<file path="config.mk">
export PLATFORM = sky130hd
export DESIGN_NAME = reorder_receiver_ack_engine_top
export DESIGN_NICKNAME = d
export VERILOG_FILES = /design/src/sv/rrae_pkg.sv /design/src/sv/reorder_receiver_ack_engine_top.sv /design/src/sv/rrae_ram.sv /design/src/sv/rrae_fifo.sv /design/src/sv/rrae_front.sv /design/src/sv/rrae_engine.sv
export VERILOG_INCLUDE_DIRS = /design/src /design/src/sv
export SDC_FILE = /design/constraint.sdc
export NUM_CORES = 2
export LEC_CHECK = 0
export BUFFER_PORTS_ARGS = -buffer_cell sky130_fd_sc_hd__buf_2
export CORE_MARGIN = 1.5
export CORE_UTILIZATION = 45
export CTS_BUF_LIST = sky130_fd_sc_hd__clkbuf_16
export CTS_CLUSTER_DIAMETER = 40
export DETAILED_ROUTE_END_ITERATION = 10
export SYNTH_ARGS = -nofsm -noshare
export SYNTH_HDL_FRONTEND = slang
export SYNTH_SLANG_ARGS = --single-unit
</file>
<file path="constraint.sdc">
create_clock -name clk -period 8.45 [get_ports clk]
set_input_delay 1.2675 -clock clk [delete_from_list [all_inputs] [get_ports clk]]
set_output_delay 1.2675 -clock clk [all_outputs]
set_load 0.005 [all_outputs]
</file>
<file path="src/sv/assert_macros.svh">
// Assertion macros shared by the reorder receiver RTL.
// Needs clk and rst in scope; rst high disables every check.
`ifndef ASSERT_MACROS_SVH
`define ASSERT_MACROS_SVH

// Same-cycle implication.
`define ASSERT_IMPL(label, ante, cons) \
  label: assert property (@(posedge clk) disable iff (rst) (ante) |-> (cons)) \
    else $error("assertion failed: same-cycle implication");

// Next-cycle implication.
`define ASSERT_NEXT(label, ante, cons) \
  label: assert property (@(posedge clk) disable iff (rst) (ante) |=> (cons)) \
    else $error("assertion failed: next-cycle implication");

`endif

</file>
<file path="src/sv/rrae_pkg.sv">
// Package for the reorder receiver ack engine: widths, codes, beat types.
// No dependencies; the top, front and engine use it by scoped names.
package rrae_pkg;

  localparam int SEQ_W      = 32;
  localparam int LEN_W      = 11;
  localparam int ACTION_W   = 2;
  localparam int SLOT_IDX_W = 4;
  localparam int STATUS_W   = 3;

  localparam int BUFFER_SLOTS_DEF = 16;
  localparam int MID_DEPTH        = 2;
  localparam int OUT_DEPTH        = 4;

  // Result actions
  localparam logic [ACTION_W-1:0] ACT_DELIVER_IN   = 2'd0;
  localparam logic [ACTION_W-1:0] ACT_DELIVER_SLOT = 2'd1;
  localparam logic [ACTION_W-1:0] ACT_ACK          = 2'd2;
  localparam logic [ACTION_W-1:0] ACT_FINAL        = 2'd3;

  // Store status on an out-of-order ack
  localparam logic [STATUS_W-1:0] ST_NONE   = 3'd0;
  localparam logic [STATUS_W-1:0] ST_STORED = 3'd1;
  localparam logic [STATUS_W-1:0] ST_DUP    = 3'd2;
  localparam logic [STATUS_W-1:0] ST_FULL   = 3'd3;
  localparam logic [STATUS_W-1:0] ST_STALE  = 3'd4;

  // Classified segment header between front and engine
  typedef struct packed {
    logic [SEQ_W-1:0] seq;
    logic [LEN_W-1:0] len;
    logic             is_final;
  } item_t;

  // One result beat
  typedef struct packed {
    logic [ACTION_W-1:0]   action;
    logic [SLOT_IDX_W-1:0] slot_index;
    logic [SEQ_W-1:0]      deliver_offset;
    logic [LEN_W-1:0]      deliver_length;
    logic [SEQ_W-1:0]      ack_number;
    logic [STATUS_W-1:0]   store_status;
    logic                  last;
  } result_t;

  // Engine sequencer states
  typedef enum logic [2:0] {
    ENG_IDLE,
    ENG_CHECK,
    ENG_DECIDE,
    ENG_SEARCH,
    ENG_PICK,
    ENG_DRAIN,
    ENG_ACK
  } eng_state_t;

endpackage

</file>
<file path="src/sv/reorder_receiver_ack_engine_top.sv">
// Top level of the reorder receiver ack engine: front queue, engine, result queue.
// Depends on rrae_pkg, rrae_front, rrae_engine, rrae_fifo.
//
//   side     handshake        beat fields
//   input    push / full      seq_number, payload_length
//   result   empty / pop      action, slot_index, deliver_offset, deliver_length,
//                             ack_number, store_status, last
//
// In the engine, end-of-transfer and out-of-order headers go through check and decide;
// an in-order header then repeats search, pick and drain for each drained slot (one
// slot-table search and one length RAM read per drained slot) and ends in ack.
// Synchronous reset clears the expected offset, slot valid bits and both queues.
// The engine halts while the result queue is full; the input queue keeps accepting
// headers until it fills.
module reorder_receiver_ack_engine_top #(
  parameter int BUFFER_SLOTS = rrae_pkg::BUFFER_SLOTS_DEF
) (
  input  logic                            clk,
  input  logic                            rst,
  input  logic                            push,
  output logic                            full,
  input  logic [rrae_pkg::SEQ_W-1:0]      seq_number,
  input  logic [rrae_pkg::LEN_W-1:0]      payload_length,
  output logic                            empty,
  input  logic                            pop,
  output logic [rrae_pkg::ACTION_W-1:0]   action,
  output logic [rrae_pkg::SLOT_IDX_W-1:0] slot_index,
  output logic [rrae_pkg::SEQ_W-1:0]      deliver_offset,
  output logic [rrae_pkg::LEN_W-1:0]      deliver_length,
  output logic [rrae_pkg::SEQ_W-1:0]      ack_number,
  output logic [rrae_pkg::STATUS_W-1:0]   store_status,
  output logic                            last
);

  logic                                 mid_pop;
  logic                                 mid_empty;
  rrae_pkg::item_t                      mid_item;
  logic                                 out_full;
  logic                                 out_push;
  rrae_pkg::result_t                    out_res;
  logic [$bits(rrae_pkg::result_t)-1:0] head_bits;
  rrae_pkg::result_t                    head;

  rrae_front u_front (
    .clk           (clk),
    .rst           (rst),
    .push          (push),
    .seq_number    (seq_number),
    .payload_length(payload_length),
    .full          (full),
    .mid_pop       (mid_pop),
    .mid_empty     (mid_empty),
    .mid_item      (mid_item)
  );

  rrae_engine #(
    .BUFFER_SLOTS(BUFFER_SLOTS)
  ) u_engine (
    .clk      (clk),
    .rst      (rst),
    .mid_empty(mid_empty),
    .mid_item (mid_item),
    .mid_pop  (mid_pop),
    .out_full (out_full),
    .out_push (out_push),
    .out_res  (out_res)
  );

  rrae_fifo #(
    .WIDTH($bits(rrae_pkg::result_t)),
    .DEPTH(rrae_pkg::OUT_DEPTH)
  ) u_out_queue (
    .clk    (clk),
    .rst    (rst),
    .push   (out_push),
    .wr_data(out_res),
    .full   (out_full),
    .pop    (pop),
    .rd_data(head_bits),
    .empty  (empty)
  );

  // Unpack the oldest result beat
  assign head           = rrae_pkg::result_t'(head_bits);
  assign action         = head.action;
  assign slot_index     = head.slot_index;
  assign deliver_offset = head.deliver_offset;
  assign deliver_length = head.deliver_length;
  assign ack_number     = head.ack_number;
  assign store_status   = head.store_status;
  assign last           = head.last;

endmodule

</file>
<file path="src/sv/rrae_ram.sv">
// Generic single-write, single-read RAM with registered read data.
// No dependencies.
module rrae_ram #(
  parameter int WIDTH = 8,
  parameter int DEPTH = 16,
  localparam int ADDR_W = (DEPTH > 1) ? $clog2(DEPTH) : 1
) (
  input  logic              clk,
  input  logic              wr_en,
  input  logic [ADDR_W-1:0] wr_addr,
  input  logic [WIDTH-1:0]  wr_data,
  input  logic              rd_en,
  input  logic [ADDR_W-1:0] rd_addr,
  output logic [WIDTH-1:0]  rd_data
);

  logic [WIDTH-1:0] mem [DEPTH];

  // Write port
  always_ff @(posedge clk) begin
    if (wr_en) begin
      mem[wr_addr] <= wr_data;
    end
  end

  // Registered read, hold when not enabled
  always_ff @(posedge clk) begin
    if (rd_en) begin
      rd_data <= mem[rd_addr];
    end
  end

endmodule

</file>
<file path="src/sv/rrae_fifo.sv">
// Small flop-based queue with push/full and pop/empty sides.
// Uses assert_macros.svh.
`include "assert_macros.svh"
module rrae_fifo #(
  parameter int WIDTH = 8,
  parameter int DEPTH = 2
) (
  input  logic             clk,
  input  logic             rst,
  input  logic             push,
  input  logic [WIDTH-1:0] wr_data,
  output logic             full,
  input  logic             pop,
  output logic [WIDTH-1:0] rd_data,
  output logic             empty
);

  localparam int PTR_W = (DEPTH > 1) ? $clog2(DEPTH) : 1;
  localparam int CNT_W = $clog2(DEPTH + 1);

  logic [WIDTH-1:0] entry [DEPTH];
  logic [PTR_W-1:0] wr_ptr;
  logic [PTR_W-1:0] rd_ptr;
  logic [CNT_W-1:0] count;
  logic             do_push;
  logic             do_pop;

  assign full    = (count == CNT_W'(DEPTH));
  assign empty   = (count == '0);
  assign do_push = push && !full;
  assign do_pop  = pop && !empty;
  assign rd_data = entry[rd_ptr];

  // Store a beat at the write pointer
  always_ff @(posedge clk) begin
    if (do_push) begin
      entry[wr_ptr] <= wr_data;
    end
  end

  // Advance pointers and count
  always_ff @(posedge clk) begin
    if (rst) begin
      wr_ptr <= '0;
      rd_ptr <= '0;
      count  <= '0;
    end else begin
      if (do_push) begin
        wr_ptr <= (wr_ptr == PTR_W'(DEPTH - 1)) ? '0 : wr_ptr + 1'b1;
      end
      if (do_pop) begin
        rd_ptr <= (rd_ptr == PTR_W'(DEPTH - 1)) ? '0 : rd_ptr + 1'b1;
      end
      if (do_push && !do_pop) begin
        count <= count + 1'b1;
      end else if (do_pop && !do_push) begin
        count <= count - 1'b1;
      end
    end
  end

  `ASSERT_IMPL(a_count_bound, 1'b1, count <= CNT_W'(DEPTH))

endmodule

</file>
<file path="src/sv/rrae_front.sv">
// Front end: accepts segment headers, flags end of transfer, queues them.
// Depends on rrae_pkg and rrae_fifo.
module rrae_front (
  input  logic                      clk,
  input  logic                      rst,
  input  logic                      push,
  input  logic [rrae_pkg::SEQ_W-1:0] seq_number,
  input  logic [rrae_pkg::LEN_W-1:0] payload_length,
  output logic                      full,
  input  logic                      mid_pop,
  output logic                      mid_empty,
  output rrae_pkg::item_t           mid_item
);

  rrae_pkg::item_t                  in_item;
  logic [$bits(rrae_pkg::item_t)-1:0] rd_bits;

  // Classify: zero length ends the transfer
  always_comb begin
    in_item.seq      = seq_number;
    in_item.len      = payload_length;
    in_item.is_final = (payload_length == '0);
  end

  rrae_fifo #(
    .WIDTH($bits(rrae_pkg::item_t)),
    .DEPTH(rrae_pkg::MID_DEPTH)
  ) u_mid_queue (
    .clk    (clk),
    .rst    (rst),
    .push   (push),
    .wr_data(in_item),
    .full   (full),
    .pop    (mid_pop),
    .rd_data(rd_bits),
    .empty  (mid_empty)
  );

  assign mid_item = rrae_pkg::item_t'(rd_bits);

endmodule

</file>
<file path="src/sv/rrae_engine.sv">
// Back end: expected offset, slot table (match cells plus length RAM),
// delivery, drain and ack sequencing. Depends on rrae_pkg, rrae_ram.
`include "assert_macros.svh"
module rrae_engine #(
  parameter int BUFFER_SLOTS = rrae_pkg::BUFFER_SLOTS_DEF
) (
  input  logic              clk,
  input  logic              rst,
  input  logic              mid_empty,
  input  rrae_pkg::item_t   mid_item,
  output logic              mid_pop,
  input  logic              out_full,
  output logic              out_push,
  output rrae_pkg::result_t out_res
);

  localparam int SLOT_W = (BUFFER_SLOTS > 1) ? $clog2(BUFFER_SLOTS) : 1;
  localparam int SEQ_W  = rrae_pkg::SEQ_W;
  localparam int LEN_W  = rrae_pkg::LEN_W;
  localparam int IDX_W  = rrae_pkg::SLOT_IDX_W;

  rrae_pkg::eng_state_t state;
  rrae_pkg::eng_state_t state_next;

  logic [SEQ_W-1:0]        cur_seq;
  logic [LEN_W-1:0]        cur_len;
  logic                    cur_final;
  logic [SEQ_W-1:0]        expected_seq;
  logic [BUFFER_SLOTS-1:0] slot_valid;
  logic [SEQ_W-1:0]        slot_seq [BUFFER_SLOTS];
  logic [BUFFER_SLOTS-1:0] hit_vec;
  logic                    is_eq;
  logic                    is_stale;
  logic [SLOT_W-1:0]       hit_idx;

  logic [SEQ_W-1:0]        cmp_key;
  logic [BUFFER_SLOTS-1:0] match;
  logic [SLOT_W-1:0]       first_hit;
  logic [SLOT_W-1:0]       first_free;
  logic                    any_free;
  logic [LEN_W-1:0]        ram_len;

  logic                    latch_item;
  logic                    latch_match;
  logic                    store_en;
  logic                    clear_all;
  logic                    drain_clr;
  logic                    exp_en;
  logic [SEQ_W-1:0]        exp_val;
  logic                    ram_rd_en;
  logic [SLOT_W-1:0]       res_slot;
  logic [SLOT_W+IDX_W-1:0] slot_ext;
  logic                    exp_quiet;

  // Compare every slot cell against the current key
  assign cmp_key = (state == rrae_pkg::ENG_CHECK) ? cur_seq : expected_seq;

  always_comb begin
    for (int i = 0; i < BUFFER_SLOTS; i++) begin
      match[i] = slot_valid[i] && (slot_seq[i] == cmp_key);
    end
  end

  // Lowest-numbered hit and lowest free slot
  always_comb begin
    first_hit  = '0;
    first_free = '0;
    for (int i = BUFFER_SLOTS - 1; i >= 0; i--) begin
      if (hit_vec[i]) begin
        first_hit = SLOT_W'(i);
      end
      if (!slot_valid[i]) begin
        first_free = SLOT_W'(i);
      end
    end
  end

  assign any_free = !(&slot_valid);

  // Slot lengths
  rrae_ram #(
    .WIDTH(LEN_W),
    .DEPTH(BUFFER_SLOTS)
  ) u_len_ram (
    .clk    (clk),
    .wr_en  (store_en),
    .wr_addr(first_free),
    .wr_data(cur_len),
    .rd_en  (ram_rd_en),
    .rd_addr(first_hit),
    .rd_data(ram_len)
  );

  // State register
  always_ff @(posedge clk) begin
    if (rst) begin
      state <= rrae_pkg::ENG_IDLE;
    end else begin
      state <= state_next;
    end
  end

  // Next state and control
  always_comb begin
    state_next  = state;
    mid_pop     = 1'b0;
    latch_item  = 1'b0;
    latch_match = 1'b0;
    store_en    = 1'b0;
    clear_all   = 1'b0;
    drain_clr   = 1'b0;
    exp_en      = 1'b0;
    exp_val     = expected_seq;
    ram_rd_en   = 1'b0;
    out_push    = 1'b0;
    res_slot    = '0;
    out_res     = '0;
    case (state)
      rrae_pkg::ENG_IDLE: begin
        if (!mid_empty) begin
          mid_pop    = 1'b1;
          latch_item = 1'b1;
          state_next = rrae_pkg::ENG_CHECK;
        end
      end
      rrae_pkg::ENG_CHECK: begin
        latch_match = 1'b1;
        state_next  = rrae_pkg::ENG_DECIDE;
      end
      rrae_pkg::ENG_DECIDE: begin
        if (!out_full) begin
          out_push = 1'b1;
          if (cur_final) begin
            out_res.action     = rrae_pkg::ACT_FINAL;
            out_res.ack_number = cur_seq;
            out_res.last       = 1'b1;
            clear_all          = 1'b1;
            state_next         = rrae_pkg::ENG_IDLE;
          end else if (!is_eq) begin
            out_res.action     = rrae_pkg::ACT_ACK;
            out_res.ack_number = expected_seq;
            out_res.last       = 1'b1;
            if (is_stale) begin
              out_res.store_status = rrae_pkg::ST_STALE;
            end else if (|hit_vec) begin
              out_res.store_status = rrae_pkg::ST_DUP;
              res_slot             = first_hit;
            end else if (any_free) begin
              out_res.store_status = rrae_pkg::ST_STORED;
              res_slot             = first_free;
              store_en             = 1'b1;
            end else begin
              out_res.store_status = rrae_pkg::ST_FULL;
            end
            state_next = rrae_pkg::ENG_IDLE;
          end else begin
            out_res.action         = rrae_pkg::ACT_DELIVER_IN;
            out_res.deliver_offset = cur_seq;
            out_res.deliver_length = cur_len;
            exp_en                 = 1'b1;
            exp_val                = expected_seq + {{(SEQ_W-LEN_W){1'b0}}, cur_len};
            state_next             = rrae_pkg::ENG_SEARCH;
          end
        end
      end
      rrae_pkg::ENG_SEARCH: begin
        latch_match = 1'b1;
        state_next  = rrae_pkg::ENG_PICK;
      end
      rrae_pkg::ENG_PICK: begin
        if (|hit_vec) begin
          ram_rd_en  = 1'b1;
          state_next = rrae_pkg::ENG_DRAIN;
        end else begin
          state_next = rrae_pkg::ENG_ACK;
        end
      end
      rrae_pkg::ENG_DRAIN: begin
        if (!out_full) begin
          out_push               = 1'b1;
          out_res.action         = rrae_pkg::ACT_DELIVER_SLOT;
          out_res.deliver_offset = expected_seq;
          out_res.deliver_length = ram_len;
          res_slot               = hit_idx;
          exp_en                 = 1'b1;
          exp_val                = expected_seq + {{(SEQ_W-LEN_W){1'b0}}, ram_len};
          drain_clr              = 1'b1;
          state_next             = rrae_pkg::ENG_SEARCH;
        end
      end
      rrae_pkg::ENG_ACK: begin
        if (!out_full) begin
          out_push           = 1'b1;
          out_res.action     = rrae_pkg::ACT_ACK;
          out_res.ack_number = expected_seq;
          out_res.last       = 1'b1;
          state_next         = rrae_pkg::ENG_IDLE;
        end
      end
      default: begin
        state_next = rrae_pkg::ENG_IDLE;
      end
    endcase
    // Fit the slot number to the result field
    slot_ext           = {{IDX_W{1'b0}}, res_slot};
    out_res.slot_index = slot_ext[IDX_W-1:0];
  end

  // Hold the header being worked on
  always_ff @(posedge clk) begin
    if (latch_item) begin
      cur_seq   <= mid_item.seq;
      cur_len   <= mid_item.len;
      cur_final <= mid_item.is_final;
    end
  end

  // Register search results
  always_ff @(posedge clk) begin
    if (latch_match) begin
      hit_vec  <= match;
      is_eq    <= (cur_seq == expected_seq);
      is_stale <= (cur_seq < expected_seq);
    end
    if (ram_rd_en) begin
      hit_idx <= first_hit;
    end
  end

  // Slot cells
  always_ff @(posedge clk) begin
    if (store_en) begin
      slot_seq[first_free] <= cur_seq;
    end
  end

  // Expected offset and slot valid bits
  always_ff @(posedge clk) begin
    if (rst) begin
      expected_seq <= '0;
      slot_valid   <= '0;
    end else if (clear_all) begin
      expected_seq <= '0;
      slot_valid   <= '0;
    end else begin
      if (exp_en) begin
        expected_seq <= exp_val;
      end
      if (store_en) begin
        slot_valid[first_free] <= 1'b1;
      end
      if (drain_clr) begin
        slot_valid[hit_idx] <= 1'b0;
      end
    end
  end

  // States that never move the expected offset
  assign exp_quiet = state inside {rrae_pkg::ENG_CHECK, rrae_pkg::ENG_SEARCH,
                                   rrae_pkg::ENG_PICK, rrae_pkg::ENG_ACK};

  `ASSERT_NEXT(a_last_ends_item, out_push && out_res.last, state == rrae_pkg::ENG_IDLE)
  `ASSERT_IMPL(a_drain_slot_held, state == rrae_pkg::ENG_DRAIN, slot_valid[hit_idx])
  `ASSERT_NEXT(a_exp_only_on_delivery, exp_quiet, $stable(expected_seq))

endmodule
</file>
==> impl_results.md <==
- R2R Setup Slk: 3.55 ns
- Commonest cells after routing, fill and taps aside: 1193 x edfxtp_1, 440 x xor2_1, 162 x clkbuf_16
- Initial antenna violation count: 11
- Hold WC Path Type: reg2reg
- Register area: 37100 um2
- Iteration-0 DRC Markers: 3485
- GRT Total Usage: 24.4%
- Syn_nets: 3184
- Fill cell count: 9183
- Final Hold Fails: 0
- WHS Endpoint: u_out_queue.wr_ptr[1]
- Yosys reg bits: 1257
- Fmax: 204 MHz
- Worst-path clk slew: 0.06 ns
- Gate count after technology mapping: 3085
- DP Area: 55100 um2
- Multi-input logic area: 14400 um2
- Post-route DRC: 0
- Commonest non-fill, non-tap cell in the layout: edfxtp_1
- Final instance count without filler cells: 5013
- I/O pins: 134
- Clock skew: 0.0259 ns
- PwrDens: 313 nW/um2
- Critical path type: reg2reg
- FF-to-FF Start: u_engine.state[1]
- Clock H-tree levels: 4
- Clk_lat worst skew: 0.75 ns
- Share of layout cells above drive strength 1: 20.3%
- CTS Sinks: 1257
- Largest net degree at the start of global routing: 65
- Max-slew violation count: 0
- Min Tclk post-route: 4.90 ns
- Async S/R FF share, synth: 0%
- Final setup viols: 0
- CTS root buf: clkbuf_16
- Placed cells: 4727
- Yosys warnings: 0
- Static Leakage: 19.2 nW
- Worst R2R End: u_engine.slot_seq[10][0]
- Via density: 5.87
- Worst EP required: 8.83 ns
- Design area: 60300 um2
- Tightest Pin Transition: 1.29 ns
- DR WL/cell: 28.8 um
- Register area share after synthesis: 71.0%
- Post-layout power: 18.8 mW
- Final HPWL DP: 85.3 mm
- Unique masters post-synth: 64
- Worst EP arrival: 5.28 ns
- GRT Residual Overflow: 0
- Routed WL: 145 mm
- CTS max path bufs: 3
- Syn_area_per_cell: 16.9 um2
- Final-stage net count: 3472
- Worst Path Max Fanout: 33
- Max_cap viols: 0
- Core area: 115000 um2
- Initial core utilization: 45.5%
- Hold depth: 2
- Routability Congestion: 0.879
- Post-DRT Antenna Nets: 0
- Chip Width: 344 um
- Total number of vias: 29400
- 1st-pass router iterations: 6
- Post_cts resized: 0
- Die ar.: 118000 um2
- Number of synthesized flops with an enable pin: 1193
- RSZ-0062 raised after global routing: false
- Hold_sp: u_out_queue.wr_ptr[1]
- Final Cycle Share: 58.0%
- Mapped cell area: 52200 um2
- R2R depth: 6
- Max VDD drop: 0.000208 V
- Ys flop type: edfxtp_1
- First-pass GRT wire length: 206 mm
- Setup crit end kind: flip-flop
- Site row count: 124
- Die span in y: 344 um
- CTS tree: built
- Worst setup SP type: flip-flop
- Vias in the first global route: 29300
- Status: finished, final reports clean
- Max_slew headroom: 14.1%
- Post-CTS setup buffers: 0
- IO buf count: 133
- Hold Buf Count CTS: 0
- Setup TNS: 0 ns
- Synthesis-to-finish area growth: 15.4%
- CTS buffer count: 156
## cell families after synthesis
logic type                 Yosys count  synth area share (%)
DFF                               1257                  71.0
and+or+nand+nor                    549                  5.58
xor gates and xnor gates           535                  9.16
AOI/OAI and AO/OA                  272                  3.47
muxes                              252                  7.74
buffers and inverters              168                  1.76
adders and majority gates           52                  1.27
## metal layers
layer	vias to the layer above	wire, um	GRT usage [%]
met5	-	27	0
met4	4	3810	7.58
met3	250	13200	4.82
met2	1568	67500	38.8
met1	15100	60100	34.0
li1	12500	-	-
## cells in the mapped netlist (8+ instances only)
library cell	number	area share [%]
or3_1	11	0.13
nor3_1	30	0.29
and3_1	8	0.096
and4_1	12	0.20
mux2i_4	32	1.4
o21a_1	16	0.23
edfxtp_1	1193	69
mux2i_1	91	1.7
buf_6	26	0.56
nor4_1	52	0.62
nand4_1	125	1.5
ha_1	50	1.2
xor2_2	13	0.40
inv_1	54	0.39
a22o_1	26	0.44
xor2_1	440	7.4
mux4_2	85	3.7
nor2_1	104	0.75
o21ai_0	61	0.58
a22oi_1	63	0.91
nand3_1	31	0.30
xnor2_1	82	1.4
nor4_2	8	0.19
a21o_1	8	0.11
dfxtp_1	64	2.5
buf_2	12	0.11
a211oi_1	12	0.17
or4_1	9	0.13
mux2_2	44	0.95
buf_1	15	0.11
clkbuf_1	53	0.38
nor2b_1	9	0.11
a21oi_1	49	0.47
nand2_1	118	0.85
## layout make-up
class                   instances  share of cell area [%]
flip-flops and latches       1257                    61.6
multi-input cells            1660                    23.9
clock buffers                 162                    6.72
well taps                    1512                    3.14
repair buffers                244                    2.49
clock inverters               123                    1.88
inverters                      54                   0.336
diodes                          1                 0.00415
## metrics by stage
stage	util [%]	hold WS [ns]	worst slack, ns
floorplan	-	0.463	2.51
global placement	48.0	0.477	3.80
detailed placement	48.0	0.499	3.68
CTS	52.5	0.507	3.61
global route	52.5	0.539	3.23
finish	52.5	0.501	3.55
## critical path: stages, from the launching register on
cell and delay (ns):
dfxtp_1 0.59, nor3b_1 0.51, nand4_1 0.56, nor2_1 0.78, nand3_1 0.42, nor3_2 1.05, buf_4 0.59
## power by group
group          internal (mW)  leakage (nW)  switching, mW
combinational           1.34          5.48           3.06
clock                   3.93          2.61           2.66
sequential              7.65          11.1          0.209
total                   12.9          19.2           5.93
## how the worst max path moves through the flow
stage               slack (ns)                        end         startpoint  depth (start not counted)
finish                    3.55   u_engine.slot_seq[10][0]  u_engine.state[1]                          6
global route              3.23  u_engine.slot_seq[10][31]  u_engine.state[1]                          6
CTS                       3.61  u_engine.slot_seq[10][15]  u_engine.state[1]                          6
detailed placement        3.68  u_engine.slot_seq[10][13]  u_engine.state[1]                          6
global placement          3.80  u_engine.slot_seq[10][13]  u_engine.state[1]                          6
floorplan                 2.51    u_engine.slot_seq[2][0]  u_engine.state[2]                          4
## sequential cells by signal, indices dropped and copies added, names as in the netlist, 2 cells and up, named ones only
| name | count |
|---|---|
| u_engine.cur_len | 11 |
| u_engine.cur_seq | 32 |
| u_engine.expected_seq | 32 |
| u_engine.hit_idx | 4 |
| u_engine.hit_vec | 16 |
| u_engine.slot_seq | 512 |
| u_engine.slot_valid | 16 |
| u_engine.state | 3 |
| u_engine.u_len_ram.mem | 176 |
| u_engine.u_len_ram.rd_data | 11 |
| u_front.u_mid_queue.count | 2 |
| u_front.u_mid_queue.entry | 88 |
| u_out_queue.count | 3 |
| u_out_queue.entry | 340 |
| u_out_queue.rd_ptr | 2 |
| u_out_queue.wr_ptr | 2 |
(Power assumes the default switching activity.)
